### config.mk
export PLATFORM = sky130hd
export DESIGN_NAME = i2c_queued_transaction_sequencer_core
export DESIGN_NICKNAME = d
export VERILOG_FILES = /design/src/hdl/i2cqts_pkg.sv /design/src/hdl/i2cqts_ram.sv /design/src/hdl/i2cqts_ctrl.sv /design/src/hdl/i2cqts_dp.sv /design/src/hdl/i2c_queued_transaction_sequencer_core.sv
export SDC_FILE = /design/constraint.sdc
export NUM_CORES = 1
export LEC_CHECK = 0
export ABC_AREA = 1
export ABC_CLOCK_PERIOD_IN_PS = 4600
export BUFFER_PORTS_ARGS = -buffer_cell sky130_fd_sc_hd__buf_4
export CORE_MARGIN = 5
export CORE_UTILIZATION = 60
export CTS_CLUSTER_SIZE = 28
export DETAILED_ROUTE_END_ITERATION = 8
export PLACE_DENSITY = 0.77
export SYNTH_ARGS = -nofsm -noshare
export SYNTH_HDL_FRONTEND = slang
export SYNTH_SLANG_ARGS = --single-unit
### constraint.sdc
create_clock -name clk -period 4.6 [get_ports clk]
set_input_delay 0.46 -clock clk [delete_from_list [all_inputs] [get_ports clk]]
set_output_delay 0.46 -clock clk [all_outputs]
set_load 0.02 [all_outputs]
### src/hdl/i2cqts_pkg.sv
// Shared types, codes and constants of the queued I2C transaction sequencer.
package i2cqts_pkg;

	localparam int QUEUE_DEPTH_DEF = 8;
	localparam logic [7:0] BUSY_TIMEOUT_RST = 8'd117;
	localparam logic RD_BIT = 1'b1;

	localparam int IN_DATA_W = 56;
	localparam int OUT_DATA_W = 32;
	localparam int CMD_W = 4;
	localparam int ACT_W = 3;
	localparam int SLOT_W = 40;

	// request codes (s_tuser)
	localparam logic [CMD_W-1:0] CMD_ADD = 4'd0;
	localparam logic [CMD_W-1:0] CMD_TASK = 4'd1;
	localparam logic [CMD_W-1:0] CMD_START_SENT = 4'd2;
	localparam logic [CMD_W-1:0] CMD_ADDR_ACKED = 4'd3;
	localparam logic [CMD_W-1:0] CMD_BYTE_DONE = 4'd4;
	localparam logic [CMD_W-1:0] CMD_BUS_ERROR = 4'd5;
	localparam logic [CMD_W-1:0] CMD_BULK_WR_DONE = 4'd6;
	localparam logic [CMD_W-1:0] CMD_BULK_RD_DONE = 4'd7;
	localparam logic [CMD_W-1:0] CMD_TICK = 4'd8;

	// bus action codes (m_tuser)
	localparam logic [ACT_W-1:0] ACT_NONE = 3'd0;
	localparam logic [ACT_W-1:0] ACT_START = 3'd1;
	localparam logic [ACT_W-1:0] ACT_SEND = 3'd2;
	localparam logic [ACT_W-1:0] ACT_BULK_WR = 3'd3;
	localparam logic [ACT_W-1:0] ACT_BULK_RD = 3'd4;
	localparam logic [ACT_W-1:0] ACT_STOP = 3'd5;
	localparam logic [ACT_W-1:0] ACT_NACK_STOP = 3'd6;
	localparam logic [ACT_W-1:0] ACT_REINIT = 3'd7;

	// queued command, as held in one slot
	typedef struct packed {
		logic [7:0] read_len;
		logic [7:0] first_write_byte;
		logic [7:0] write_len;
		logic [7:0] prefix_byte;
		logic       has_prefix;
		logic [6:0] dev_addr;
	} slot_t;

	typedef struct packed {
		logic [5:0] pad;
		logic       is_nack;
		logic       bus_busy;
		logic [7:0] rx_byte;
		slot_t      slot;
	} in_item_t;

	typedef struct packed {
		logic [3:0] pad;
		logic       error_flag;
		logic       overflow;
		logic [7:0] read_data;
		logic       done_status;
		logic       done_valid;
		logic [7:0] out_len;
		logic [7:0] out_byte;
	} out_item_t;

	// controller -> datapath
	typedef struct packed {
		logic latch;
		logic scan_adv;
		logic exec;
	} ctl_cmd_t;

	// datapath -> controller
	typedef struct packed {
		logic head_valid;
		logic err_pending;
	} ctl_sts_t;

endpackage

### src/hdl/i2cqts_ram.sv
// Generic single-write, single-read RAM with registered read data.
module i2cqts_ram #(
	parameter int WIDTH = 8,
	parameter int DEPTH = 8
) (
	input  logic                     clk,
	input  logic                     we,
	input  logic [$clog2(DEPTH)-1:0] waddr,
	input  logic [WIDTH-1:0]         wdata,
	input  logic [$clog2(DEPTH)-1:0] raddr,
	output logic [WIDTH-1:0]         rdata
);

	logic [WIDTH-1:0] mem [DEPTH];

	always_ff @(posedge clk) begin
		if (we) begin
			mem[waddr] <= wdata;
		end
		rdata <= mem[raddr];
	end

endmodule

### src/hdl/i2cqts_ctrl.sv
// Controller: request sequencing, queue scan stepping and output handshake.
module i2cqts_ctrl import i2cqts_pkg::*; #(
	parameter int QUEUE_DEPTH = QUEUE_DEPTH_DEF
) (
	input  logic             clk,
	input  logic             arst_n,
	input  logic             s_tvalid,
	output logic             s_tready,
	input  logic [CMD_W-1:0] s_tuser,
	output logic             m_tvalid,
	input  logic             m_tready,
	input  ctl_sts_t         sts,
	output ctl_cmd_t         ctl
);

	localparam int CW = $clog2(QUEUE_DEPTH);

	typedef enum logic [1:0] {
		ST_IDLE,
		ST_SCAN,
		ST_RD,
		ST_EXEC
	} state_t;

	state_t        state_q;
	logic [CW-1:0] scan_cnt_q;
	logic          m_tvalid_q;
	logic          is_task;

	assign is_task = (s_tuser == CMD_TASK) || (s_tuser == CMD_TICK);
	assign s_tready = (state_q == ST_IDLE);
	assign m_tvalid = m_tvalid_q;

	always_comb begin
		ctl = '0;
		ctl.latch = s_tvalid && (state_q == ST_IDLE);
		ctl.scan_adv = (state_q == ST_SCAN) && !sts.head_valid;
		ctl.exec = (state_q == ST_EXEC) && (!m_tvalid_q || m_tready);
	end

	always_ff @(posedge clk or negedge arst_n) begin
		if (!arst_n) begin
			state_q <= ST_IDLE;
			scan_cnt_q <= '0;
			m_tvalid_q <= 1'b0;
		end else begin
			if (ctl.exec) begin
				m_tvalid_q <= 1'b1;
			end else if (m_tready) begin
				m_tvalid_q <= 1'b0;
			end
			case (state_q)
				ST_IDLE: begin
					scan_cnt_q <= '0;
					if (ctl.latch) begin
						if (!is_task) begin
							state_q <= ST_RD;
						end else if (sts.err_pending) begin
							state_q <= ST_EXEC;
						end else begin
							state_q <= ST_SCAN;
						end
					end
				end
				ST_SCAN: begin
					if (sts.head_valid) begin
						state_q <= ST_RD;
					end else if (scan_cnt_q == CW'(QUEUE_DEPTH - 1)) begin
						state_q <= ST_EXEC;
					end else begin
						scan_cnt_q <= scan_cnt_q + 1'b1;
					end
				end
				ST_RD: begin
					state_q <= ST_EXEC;
				end
				ST_EXEC: begin
					if (ctl.exec) begin
						state_q <= ST_IDLE;
					end
				end
				default: begin
					state_q <= ST_IDLE;
				end
			endcase
		end
	end

endmodule

### src/hdl/i2cqts_dp.sv
// Datapath: command queue, phase tracking, busy timer and step evaluation.
module i2cqts_dp import i2cqts_pkg::*; #(
	parameter int QUEUE_DEPTH = QUEUE_DEPTH_DEF
) (
	input  logic                  clk,
	input  logic                  arst_n,
	input  logic [IN_DATA_W-1:0]  s_tdata,
	input  logic [CMD_W-1:0]      s_tuser,
	input  logic                  cfg_valid,
	input  logic [7:0]            cfg_data,
	input  ctl_cmd_t              ctl,
	output ctl_sts_t              sts,
	output logic [OUT_DATA_W-1:0] m_tdata,
	output logic [ACT_W-1:0]      m_tuser
);

	localparam int IW = $clog2(QUEUE_DEPTH);

	typedef enum logic [2:0] {
		PH_PENDING,
		PH_WRITE,
		PH_WR_BYTE,
		PH_WR_SINGLE,
		PH_WR_MANY,
		PH_READ,
		PH_RD_SINGLE,
		PH_RD_MANY
	} phase_t;

	logic [QUEUE_DEPTH-1:0] valid_q;
	logic [IW-1:0]          rd_idx_q;
	logic [IW-1:0]          wr_idx_q;
	phase_t                 phase_q;
	logic                   err_q;
	logic [7:0]             timer_q;
	logic [7:0]             timeout_q;
	in_item_t               in_q;
	logic [CMD_W-1:0]       cmd_q;
	out_item_t              out_q;
	logic [ACT_W-1:0]       act_q;

	logic [SLOT_W-1:0] ram_rdata;
	slot_t             hd;
	logic              head_v;

	out_item_t        res;
	logic [ACT_W-1:0] act;
	phase_t           ph_n;
	logic             err_n;
	logic             drop;
	logic             tmr_clr;
	logic             add_wr;

	function automatic logic [IW-1:0] idx_inc(input logic [IW-1:0] idx);
		idx_inc = (idx == IW'(QUEUE_DEPTH - 1)) ? '0 : idx + 1'b1;
	endfunction

	i2cqts_ram #(
		.WIDTH(SLOT_W),
		.DEPTH(QUEUE_DEPTH)
	) u_slots (
		.clk(clk),
		.we(ctl.exec && add_wr),
		.waddr(wr_idx_q),
		.wdata(in_q.slot),
		.raddr(rd_idx_q),
		.rdata(ram_rdata)
	);

	assign hd = slot_t'(ram_rdata);
	assign head_v = valid_q[rd_idx_q];
	assign sts.head_valid = head_v;
	assign sts.err_pending = err_q;
	assign m_tdata = out_q;
	assign m_tuser = act_q;

	// one step of the sequencer, evaluated with the head slot read out
	always_comb begin
		res = '0;
		act = ACT_NONE;
		ph_n = phase_q;
		err_n = err_q;
		drop = 1'b0;
		tmr_clr = 1'b0;
		add_wr = 1'b0;
		case (cmd_q)
			CMD_ADD: begin
				if (valid_q[wr_idx_q]) begin
					res.overflow = 1'b1;
				end else begin
					add_wr = 1'b1;
				end
			end
			CMD_TASK, CMD_TICK: begin
				if (err_q) begin
					err_n = 1'b0;
					act = ACT_REINIT;
				end else if (head_v && phase_q == PH_PENDING) begin
					if (hd.write_len == 8'd0 && !hd.has_prefix) begin
						res.done_valid = 1'b1;
						res.done_status = 1'b1;
						drop = 1'b1;
					end else if (in_q.bus_busy) begin
						if (timer_q >= timeout_q) begin
							tmr_clr = 1'b1;
							err_n = 1'b1;
						end
					end else begin
						ph_n = PH_WRITE;
						act = ACT_START;
					end
				end
			end
			CMD_START_SENT: begin
				if (!head_v) begin
					err_n = 1'b1;
				end else begin
					act = ACT_SEND;
					res.out_byte = {hd.dev_addr, (phase_q == PH_WRITE) ? 1'b0 : RD_BIT};
				end
			end
			CMD_ADDR_ACKED: begin
				if (!head_v) begin
					err_n = 1'b1;
				end else if (phase_q == PH_WRITE) begin
					if (hd.has_prefix) begin
						act = ACT_SEND;
						res.out_byte = hd.prefix_byte;
						ph_n = PH_WR_BYTE;
					end else if (hd.write_len == 8'd1) begin
						act = ACT_SEND;
						res.out_byte = hd.first_write_byte;
						ph_n = PH_WR_SINGLE;
					end else begin
						act = ACT_BULK_WR;
						res.out_len = hd.write_len;
						ph_n = PH_WR_MANY;
					end
				end else if (phase_q == PH_READ) begin
					if (hd.read_len == 8'd1) begin
						act = ACT_NACK_STOP;
						ph_n = PH_RD_SINGLE;
					end else begin
						act = ACT_BULK_RD;
						res.out_len = hd.read_len;
						ph_n = PH_RD_MANY;
					end
				end
			end
			CMD_BYTE_DONE: begin
				if (!head_v) begin
					err_n = 1'b1;
				end else if ((phase_q == PH_WR_BYTE && hd.write_len == 8'd0) ||
						phase_q == PH_WR_SINGLE) begin
					// write part finished
					if (hd.read_len == 8'd0) begin
						res.done_valid = 1'b1;
						act = ACT_STOP;
						drop = 1'b1;
						tmr_clr = 1'b1;
					end else begin
						ph_n = PH_READ;
						act = ACT_START;
					end
				end else if (phase_q == PH_WR_BYTE) begin
					if (hd.write_len == 8'd1) begin
						act = ACT_SEND;
						res.out_byte = hd.first_write_byte;
						ph_n = PH_WR_SINGLE;
					end else begin
						act = ACT_BULK_WR;
						res.out_len = hd.write_len;
						ph_n = PH_WR_MANY;
					end
				end else if (phase_q == PH_RD_SINGLE) begin
					res.read_data = in_q.rx_byte;
					res.done_valid = 1'b1;
					drop = 1'b1;
				end
			end
			CMD_BUS_ERROR: begin
				if (head_v) begin
					res.done_valid = 1'b1;
					res.done_status = 1'b1;
					drop = 1'b1;
					if (in_q.is_nack) begin
						act = ACT_STOP;
						tmr_clr = 1'b1;
					end else begin
						err_n = 1'b1;
					end
				end else begin
					err_n = 1'b1;
				end
			end
			CMD_BULK_WR_DONE: begin
				if (head_v && phase_q == PH_WR_MANY) begin
					if (hd.read_len == 8'd0) begin
						res.done_valid = 1'b1;
						act = ACT_STOP;
						drop = 1'b1;
						tmr_clr = 1'b1;
					end else begin
						ph_n = PH_READ;
						act = ACT_START;
					end
				end
			end
			CMD_BULK_RD_DONE: begin
				if (head_v && phase_q == PH_RD_MANY) begin
					res.done_valid = 1'b1;
					act = ACT_STOP;
					drop = 1'b1;
					tmr_clr = 1'b1;
				end
			end
			default: begin
			end
		endcase
		if (drop) begin
			ph_n = PH_PENDING;
		end
		res.error_flag = err_n;
	end

	// request and result payload
	always_ff @(posedge clk) begin
		if (ctl.latch) begin
			in_q <= in_item_t'(s_tdata);
			cmd_q <= s_tuser;
		end
		if (ctl.exec) begin
			out_q <= res;
			act_q <= act;
		end
	end

	always_ff @(posedge clk or negedge arst_n) begin
		if (!arst_n) begin
			valid_q <= '0;
			rd_idx_q <= '0;
			wr_idx_q <= '0;
			phase_q <= PH_PENDING;
			err_q <= 1'b0;
			timer_q <= '0;
			timeout_q <= BUSY_TIMEOUT_RST;
		end else begin
			if (cfg_valid) begin
				timeout_q <= cfg_data;
			end
			if (ctl.latch && s_tuser == CMD_TICK && timer_q != 8'hFF) begin
				timer_q <= timer_q + 8'd1;
			end
			if (ctl.scan_adv) begin
				rd_idx_q <= idx_inc(rd_idx_q);
				phase_q <= PH_PENDING;
			end
			if (ctl.exec) begin
				phase_q <= ph_n;
				err_q <= err_n;
				if (tmr_clr) begin
					timer_q <= '0;
				end
				if (drop) begin
					valid_q[rd_idx_q] <= 1'b0;
					rd_idx_q <= idx_inc(rd_idx_q);
				end
				if (add_wr) begin
					valid_q[wr_idx_q] <= 1'b1;
					wr_idx_q <= idx_inc(wr_idx_q);
				end
			end
		end
	end

endmodule

### src/hdl/i2c_queued_transaction_sequencer_core.sv
// Top level of the queued I2C master transaction sequencer.
//
// Queues I2C master commands (address, optional prefix byte, write length with
// first byte, read length) in a ring of QUEUE_DEPTH slots and sequences them
// on bus events: one request in gives exactly one result out, carrying the bus
// action to perform and the completion status of the current command. Add and
// bus-event requests pass through latch, slot RAM read and evaluate before the
// next input slot is free. Task and tick requests walk the valid bits one slot
// per cycle from the head to the oldest queued command before evaluation; when
// a bus reinit is pending they skip the walk and go straight to evaluation. The
// result sits in an output register, so a new request is taken while the last
// result still waits for m_tready. A command that fails on a non-NACK bus error
// is dropped and error_flag stays high until the next task or tick, which
// answers with a bus reinit. busy_timeout_ticks (cfg_data, reset 117) sets how
// many ticks after a stop a still-busy bus is tolerated; write it only while
// the block is idle. cfg_ready is always high.
module i2c_queued_transaction_sequencer_core import i2cqts_pkg::*; #(
	parameter int QUEUE_DEPTH = QUEUE_DEPTH_DEF
) (
	input  logic                  clk,
	input  logic                  arst_n,
	// request stream
	input  logic                  s_tvalid,
	output logic                  s_tready,
	// dev_addr[6:0], has_prefix[7], prefix_byte[15:8], write_len[23:16],
	// first_write_byte[31:24], read_len[39:32], rx_byte[47:40], bus_busy[48],
	// is_nack[49], zero pad[55:50]
	input  logic [IN_DATA_W-1:0]  s_tdata,
	// cmd[3:0]
	input  logic [CMD_W-1:0]      s_tuser,
	// result stream
	output logic                  m_tvalid,
	input  logic                  m_tready,
	// out_byte[7:0], out_len[15:8], done_valid[16], done_status[17],
	// read_data[25:18], overflow[26], error_flag[27], zero pad[31:28]
	output logic [OUT_DATA_W-1:0] m_tdata,
	// action[2:0]
	output logic [ACT_W-1:0]      m_tuser,
	// busy_timeout_ticks write
	input  logic                  cfg_valid,
	output logic                  cfg_ready,
	input  logic [7:0]            cfg_data
);

	ctl_cmd_t  ctl;
	ctl_sts_t  sts;
	out_item_t mon;

	assign cfg_ready = 1'b1;

	// sequencing: accept, scan, RAM read, evaluate, hand to output register
	i2cqts_ctrl #(
		.QUEUE_DEPTH(QUEUE_DEPTH)
	) u_ctrl (
		.clk(clk),
		.arst_n(arst_n),
		.s_tvalid(s_tvalid),
		.s_tready(s_tready),
		.s_tuser(s_tuser),
		.m_tvalid(m_tvalid),
		.m_tready(m_tready),
		.sts(sts),
		.ctl(ctl)
	);

	// queue storage, phase, busy timer and result formation
	i2cqts_dp #(
		.QUEUE_DEPTH(QUEUE_DEPTH)
	) u_dp (
		.clk(clk),
		.arst_n(arst_n),
		.s_tdata(s_tdata),
		.s_tuser(s_tuser),
		.cfg_valid(cfg_valid),
		.cfg_data(cfg_data),
		.ctl(ctl),
		.sts(sts),
		.m_tdata(m_tdata),
		.m_tuser(m_tuser)
	);

	assign mon = out_item_t'(m_tdata);

	// a reinit always clears the pending error
	a_reinit_clears: assert property (@(posedge clk) disable iff (!arst_n)
		m_tvalid && m_tuser == ACT_REINIT |-> !mon.error_flag)
		else $error("reinit result with error still pending");

	// failure status only with a finished command
	a_status_done: assert property (@(posedge clk) disable iff (!arst_n)
		m_tvalid && mon.done_status |-> mon.done_valid)
		else $error("done_status without done_valid");

	// a rejected add does nothing else
	a_overflow_quiet: assert property (@(posedge clk) disable iff (!arst_n)
		m_tvalid && mon.overflow |-> m_tuser == ACT_NONE && !mon.done_valid)
		else $error("overflow result carries an action or completion");

	// read data only comes with the single-byte read completion
	a_rdata_done: assert property (@(posedge clk) disable iff (!arst_n)
		m_tvalid && mon.read_data != 8'd0 |-> mon.done_valid && !mon.done_status)
		else $error("read_data outside a successful completion");

endmodule
After elaboration in Yosys (flattened, before gate mapping)
Memory sizes are Yosys's and may differ from the RTL's. A register that Yosys moved wholly into a read port is not among the register bits.
Index checks and enable logic that the tools add are counted.
{"block": "word_totals", "input_bits": 73, "out_inout_bits": 38, "register_bits": 125, "mem_bits_rw": 320, "wordCells": 242, "memories": 1}
{"block": "classes", "eq_ne": 41, "n_bitwise": 6, "n_addsub": 4, "muxes": 123, "magnitude_cmp": 5, "n_reduce_logical": 34}
{"memory": "u_dp.u_slots.mem", "words": 8, "width": 40, "read_ports": 1, "rd_clocked_by_memory_dff": 1, "write_ports": 1, "line": "i2cqts_ram.sv:14", "text": "logic [WIDTH-1:0] mem [DEPTH];"}
{"operator": "two-way mux 8 bit", "n": 15}
{"operator": "two-way mux 3 bit", "n": 39}
{"operator": "two-way mux 16 bit", "n": 3}
{"operator": "two-way mux 1 bit", "n": 38}
{"operator": "!= test 4 bit, second input constant", "n": 7}
{"operator": "two-way mux 2 bit", "n": 12}
{"operator": "one-hot mux 8 bit (3 select lines)", "n": 1}
{"operator": "equality test 3 bit, second input constant", "n": 7}
{"operator": "one-hot mux 3 bit (7 select lines)", "n": 1}
{"operator": "two-way mux 17 bit", "n": 1}
{"operator": "equality test 4 x 3 -> 1 bit, second input constant", "n": 4}
{"operator": "equality test 8 x 1 -> 1 bit, second input constant", "n": 2}
{"operator": "logical NOT 8 bit", "n": 2}
{"operator": "one-hot mux 8 bit (2 select lines)", "n": 1}
{"operator": "one-hot mux 1 bit (5 select lines)", "n": 3}
{"operator": "logical AND 1 bit", "n": 13}
{"operator": "one-hot mux 3 bit (4 select lines)", "n": 1}
{"operator": "AND reduction 11 bit", "n": 1}
{"operator": "!= test 5 bit, second input constant", "n": 2}
{"operator": "adder 3 x 1 -> 3 bit, second input constant", "n": 3}
{"operator": "adder 8 x 1 -> 8 bit, second input constant", "n": 1}
{"operator": "bitwise AND 8 bit", "n": 1}
{"operator": "equality test 4 x 1 -> 1 bit, second input constant", "n": 2}
{"operator": "equality test 4 x 2 -> 1 bit, second input constant", "n": 2}
{"operator": "other kinds (33)", "n": 51}

Logic depth before layout (Yosys ltp)
{"block": "logic_depth", "ltp_word": 10, "ltp_mapped": 15, "depth_no_buf": 15}

Hierarchy
Synthesis repeated with hierarchy kept, for this count alone.
{"block": "hier_totals", "hier_cells": 2096, "hier_area_um2": 21154.0}
{"mod": "i2cqts_ram", "cells_each": 1441, "area_each_um2": 14799.2, "seq_area_each_um2": 10410.0, "instances": 1}
{"mod": "i2cqts_dp", "cells_each": 592, "area_each_um2": 5890.6, "seq_area_each_um2": 3409.5, "instances": 1}
{"mod": "i2cqts_ctrl", "cells_each": 61, "area_each_um2": 452.9, "seq_area_each_um2": 150.1, "instances": 1}
{"mod": "i2c_queued_transaction_sequencer_core", "cells_each": 2, "area_each_um2": 11.3, "seq_area_each_um2": 0.0, "instances": 1}

Worst setup path before layout
OpenSTA, ideal clock, no wires.
{"block": "synth_path", "kind": "register -> register", "start": "register u_ctrl.m_tvalid_q (netlist: u_ctrl.m_tvalid)", "end": "memory u_dp.u_slots.mem[2][0] in the netlist's numbering, enable pin", "arrival_ns": 3.525, "setup_ns": 0.439, "path_stages_with_launch": 6, "path_slack_ns": 0.636, "path_buffers": 0, "synth_period_minus_slack_ns": 3.964, "path_cell_list": "dfrtp_1 -> nand2_1 -> nand2_1 -> inv_1 -> nand3_1 -> nor2_1"}
{"element": "start, declared", "line": "i2cqts_ctrl.sv:27", "text": "logic m_tvalid_q;"}
{"element": "start signal, assigned", "line": "i2cqts_ctrl.sv:45", "text": "m_tvalid_q <= 1'b0;"}
{"element": "start signal, assigned", "line": "i2cqts_ctrl.sv:48", "text": "m_tvalid_q <= 1'b1;"}
{"element": "start signal, assigned", "line": "i2cqts_ctrl.sv:50", "text": "m_tvalid_q <= 1'b0;"}
{"element": "end, declared", "line": "i2cqts_ram.sv:14"}

Final worst setup path
{"block": "layout_path", "start": "register u_dp.wr_idx_q[0]", "end": "memory u_dp.u_slots.mem[5][14] in the netlist's numbering, enable pin"}
{"block": "layout_between", "elab_chain_cells": 7}
{"element": "start, declared", "line": "i2cqts_dp.sv:32", "text": "logic [IW-1:0] wr_idx_q;"}
{"element": "start signal, assigned", "line": "i2cqts_dp.sv:270", "text": "wr_idx_q <= idx_inc(wr_idx_q);"}
{"element": "binary-select mux 1 bit (select 3 bit)", "line": "i2cqts_dp.sv:88", "text": "if (valid_q[wr_idx_q]) begin"}
{"element": "two-way mux 1 bit (implied by the code)", "line": "i2cqts_dp.sv:88"}
{"element": "two-way mux 1 bit", "line": "i2cqts_dp.sv:88"}
{"element": "two-way mux 1 bit", "line": "i2cqts_dp.sv:86", "text": "case (cmd_q)"}
{"element": "logical AND 1 bit", "line": "i2cqts_dp.sv:63", "text": ".we(ctl.exec && add_wr),"}
{"element": "two-way mux 1 bit", "line": "i2cqts_ram.sv:17", "text": "if (we) begin"}
{"element": "two-way mux 1 bit (implied by the code)", "line": "i2cqts_ram.sv:18", "text": "mem[waddr] <= wdata;"}
Parallel ways exist; a longest one is shown, timed or not. The select of a mux whose other input is x is not followed.

==> results.py <==
metrics = {
    "clock_tree": {
        "cts_htree_levels": 2,
        "cts_tree": "done",
        "clockRootBuffer": "clkbuf_16",
        "cts_setup_buffers": 0,
        "ctsHoldBuffers": 1,
        "cts_sinks": 485,
        "clk_latency_ns": 0.56,
        "cts_buffer_depth": 3,
        "path_clk_slew_ns": 0.06,
        "numCtsBuffers": 48,
        "post_cts_resized": 0,
    },
    "detailed_routing": {
        "drtAntennaViolNets": 0,
        "viasPerCell": 6.03,
        "firstDrtPassIters": 6,
        "drc": 0,
        "wl_per_cell_um": 22.3,
        "vias": 11301,
        "wirelength_um": 41800,
        "drtIter0Drc": 1128,
    },
    "worst_setup_path": {
        "path_delay_family": "buffers and inverters",
        "startpoint_type": "flop",
        "cp_common_cell": "nand2_1",
        "slowest_delay_ns": 0.58,
        "cp_max_fo": 17,
        "cp.arrival_ns": 3.62,
        "crit_path_top_delay_cell": "clkinv_1",
        "critical_path_class": "reg -> reg",
        "path_cells": "inv_1, nand2_1, o22ai_1, nor2_1, nand2_1, inv_1, nand3_1, nor2_1, nand2_1, clkinv_1, buf_4",
        "critPathBufInv": 4,
        "cp-end-kind": "flop",
        "required_ns": 4.89,
    },
    "logic_synthesis": {
        "netlist_area_um2": 18300,
        "yosys_warnings": 0,
        "synthCells": 1310,
        "yosysSeqAreaShare_pct": 76.3,
        "synth_edf_count": 405,
        "yosysUniqueCellTypes": 47,
        "synth_seq_cells": 485,
        "synth.area.top_cells": "edfxtp_1 66%, dfrtp_1 4.8%, nand2_1 4.4%",
        "synth_top_area_cell": "edfxtp_1",
        "yosysTopAreaCellShare_pct": 66.4,
        "syn_area_per_cell_um2": 14.0,
        "ys.flop_type": "edfxtp_1",
        "async_flop_share_pct": 8.25,
    },
    "floorplanning": {
        "start_util_pct": 60.4,
        "die_h_um": 185,
        "dieWidth_um": 185,
        "io_pins": 111,
        "num_rows": 64,
        "die-area_um2": 34100,
        "fp.coreArea_um2": 30300,
    },
    "timing": {
        "period_minus_slack_ns": 3.33,
        "skew_ns": 0.0116,
        "period_share_pct": 72.4,
        "worst_slew_pin_slew_ns": 1.13,
        "final_hold_viol_count": 0,
        "setup-tns-final_ns": 0,
        "fmaxAchievable_mhz": 300,
        "maxSlewHeadroom_pct": 24.8,
        "maxSlewViolCount": 0,
        "rsz0062_at_grt": "false",
        "setup_viol": 0,
    },
    "power_and_ir_drop": {
        "p_leak_nw": 7.84,
        "ir_drop_mv": 0.338,
        "power_density_nw_per_um2": 568,
    },
    "place": {
        "place_congestion": 0.951,
        "port_buffers": 99,
        "post-place-cells": 1784,
        "dpl.hpwl_um": 24000,
    },
    "cells_and_area": {
        "fin_nets": 1530,
        "stdcell_count": 1875,
        "area_growth_pct": 15.7,
        "n_antenna_cell": 0,
        "layout-drive-gt1-share_pct": 16.2,
    },
    "global_route": {
        "grt_max_degree": 42,
        "antenna_found_initial": 0,
        "grt.total_usage_pct": 24.7,
        "grt_pass1_wl_um": 64300,
        "grt_overflow": 0,
        "grt_pass1_vias": 11226,
    },
    "worst_hold_path": {
        "hold_path_class": "in -> reg",
    },
    "run": {
        "maxCapViolCount": 0,
    },
    "run_status": {
        "status": "complete, no violations",
    },
}
==> per-stage QoR <==
stage               util [%]  hold WS (ns)  total power (W)  setup WS [ns]  instance area (um2)
CTS                     69.8        0.0612           0.0121           1.28                21200
global placement        64.5         0.446          0.00806           1.29                19600
global route            69.8        0.0583           0.0126           1.03                21200
detailed placement      64.5         0.448          0.00814           1.26                19600
finish                  69.8        0.0765           0.0120           1.27                21200
floorplan                  -         0.164          0.00721          0.636                18300
==> cell type report <==
cell class	instances	area, um2
clock inverters	33	343
flip-flops and latches	485	14000
repair buffers	121	911
clock buffers	57	1270
well taps	396	495
multi-input cells	668	3780
inverters	115	434
fillers	1967	9150
==> cell usage after synthesis, drive strengths merged (4+ instances only) <==
| cell type | n |
|---|---|
| nand4 | 51 |
| dfstp | 5 |
| clkbuf | 21 |
| nor2 | 87 |
| a21oi | 21 |
| xor2 | 4 |
| nand3 | 56 |
| nand2 | 226 |
| edfxtp | 405 |
| dfxtp | 40 |
| inv | 113 |
| o21ai | 50 |
| a221oi | 34 |
| a22o | 33 |
| nor3 | 12 |
| ha | 18 |
| a22oi | 51 |
| dfrtp | 35 |
| buf | 24 |
==> metal layers <==
metal  share of wire, %  GRT usage [%]
met4                2.8           7.25
met2                 48           40.9
met5                  0              0
met3                8.8           4.09
met1                 40           34.4
==> report_power, final <==
group          internal (W)  switching (W)  leakage (nW)
Sequential          0.00538       0.000402          4.50
Combinational      0.000760        0.00157          2.54
Clock               0.00231        0.00163         0.797
Total               0.00845        0.00359          7.84
==> cells in the final DEF (no fill, tap or decap), drive strengths merged, types with 2 or more instances in the layout <==
cell type	synthesis	layout
a21oi	21	21
a221oi	34	34
a22o	33	33
a22oi	51	51
buf	24	120
bufinv	0	6
clkbuf	21	57
clkinv	2	31
conb	2	5
dfrtp	35	35
dfstp	5	5
dfxtp	40	40
edfxtp	405	405
ha	18	18
inv	113	111
nand2	226	226
nand3	56	56
nand4	51	51
nor2	87	87
nor3	12	12
nor4	2	2
o211ai	2	2
o21ai	50	50
o22ai	3	3
o311ai	2	2
xor2	4	4
==> path summary, 6_finish.rpt <==
check	from	to	slack (ns)	cells after the start
min reg2reg	u_dp.u_slots.mem[7][30]$_DFFE_PP_	u_dp.u_slots.rdata[30]$_DFF_P_	0.46	2
min in group asynchronous	arst_n	u_dp.timeout_q[7]$_DFFE_PN0P_	0.44	2
max reg2reg	u_dp.wr_idx_q[0]$_DFFE_PN0P_	u_dp.u_slots.mem[5][14]$_DFFE_PP_	1.27	11
max	u_dp.wr_idx_q[0]$_DFFE_PN0P_	u_dp.u_slots.mem[5][14]$_DFFE_PP_	1.27	11
max in group asynchronous	arst_n	u_dp.valid_q[6]$_DFFE_PN0P_	3.80	2
min	s_tdata[33]	u_dp.in_q[33]$_DFFE_PP_	0.08	1
==> flip-flops by register name, indices dropped and copies added, names as in the netlist, 3 cells and up <==
register / cells
u_dp.rd_idx_q: 3
u_dp.timeout_q: 8
u_dp.wr_idx_q: 3
u_dp.phase_q: 3
u_ctrl.scan_cnt_q: 3
u_dp.u_slots.mem: 320
u_dp.in_q: 50
u_dp.timer_q: 8
u_dp.cmd_q: 4
u_dp.m_tuser: 3
u_dp.u_slots.rdata: 40
u_dp.m_tdata: 28
u_dp.valid_q: 8
==> kinds of logic (layout without fill, tap and decap cells) <==
logic type	Yosys count	after routing	synth area share [%]
AO/OA/AOI/OAI	201	201	7.89
other	2	5	0.0410
AND/OR/NAND/NOR	437	437	10.7
multiplexers	2	2	0.116
XOR/XNOR	5	5	0.239
flip-flops	485	485	76.3
buffers and inverters	160	326	3.54
adder cells (fa/ha/maj)	18	18	1.23
Power figures use the tool's default switching activity.
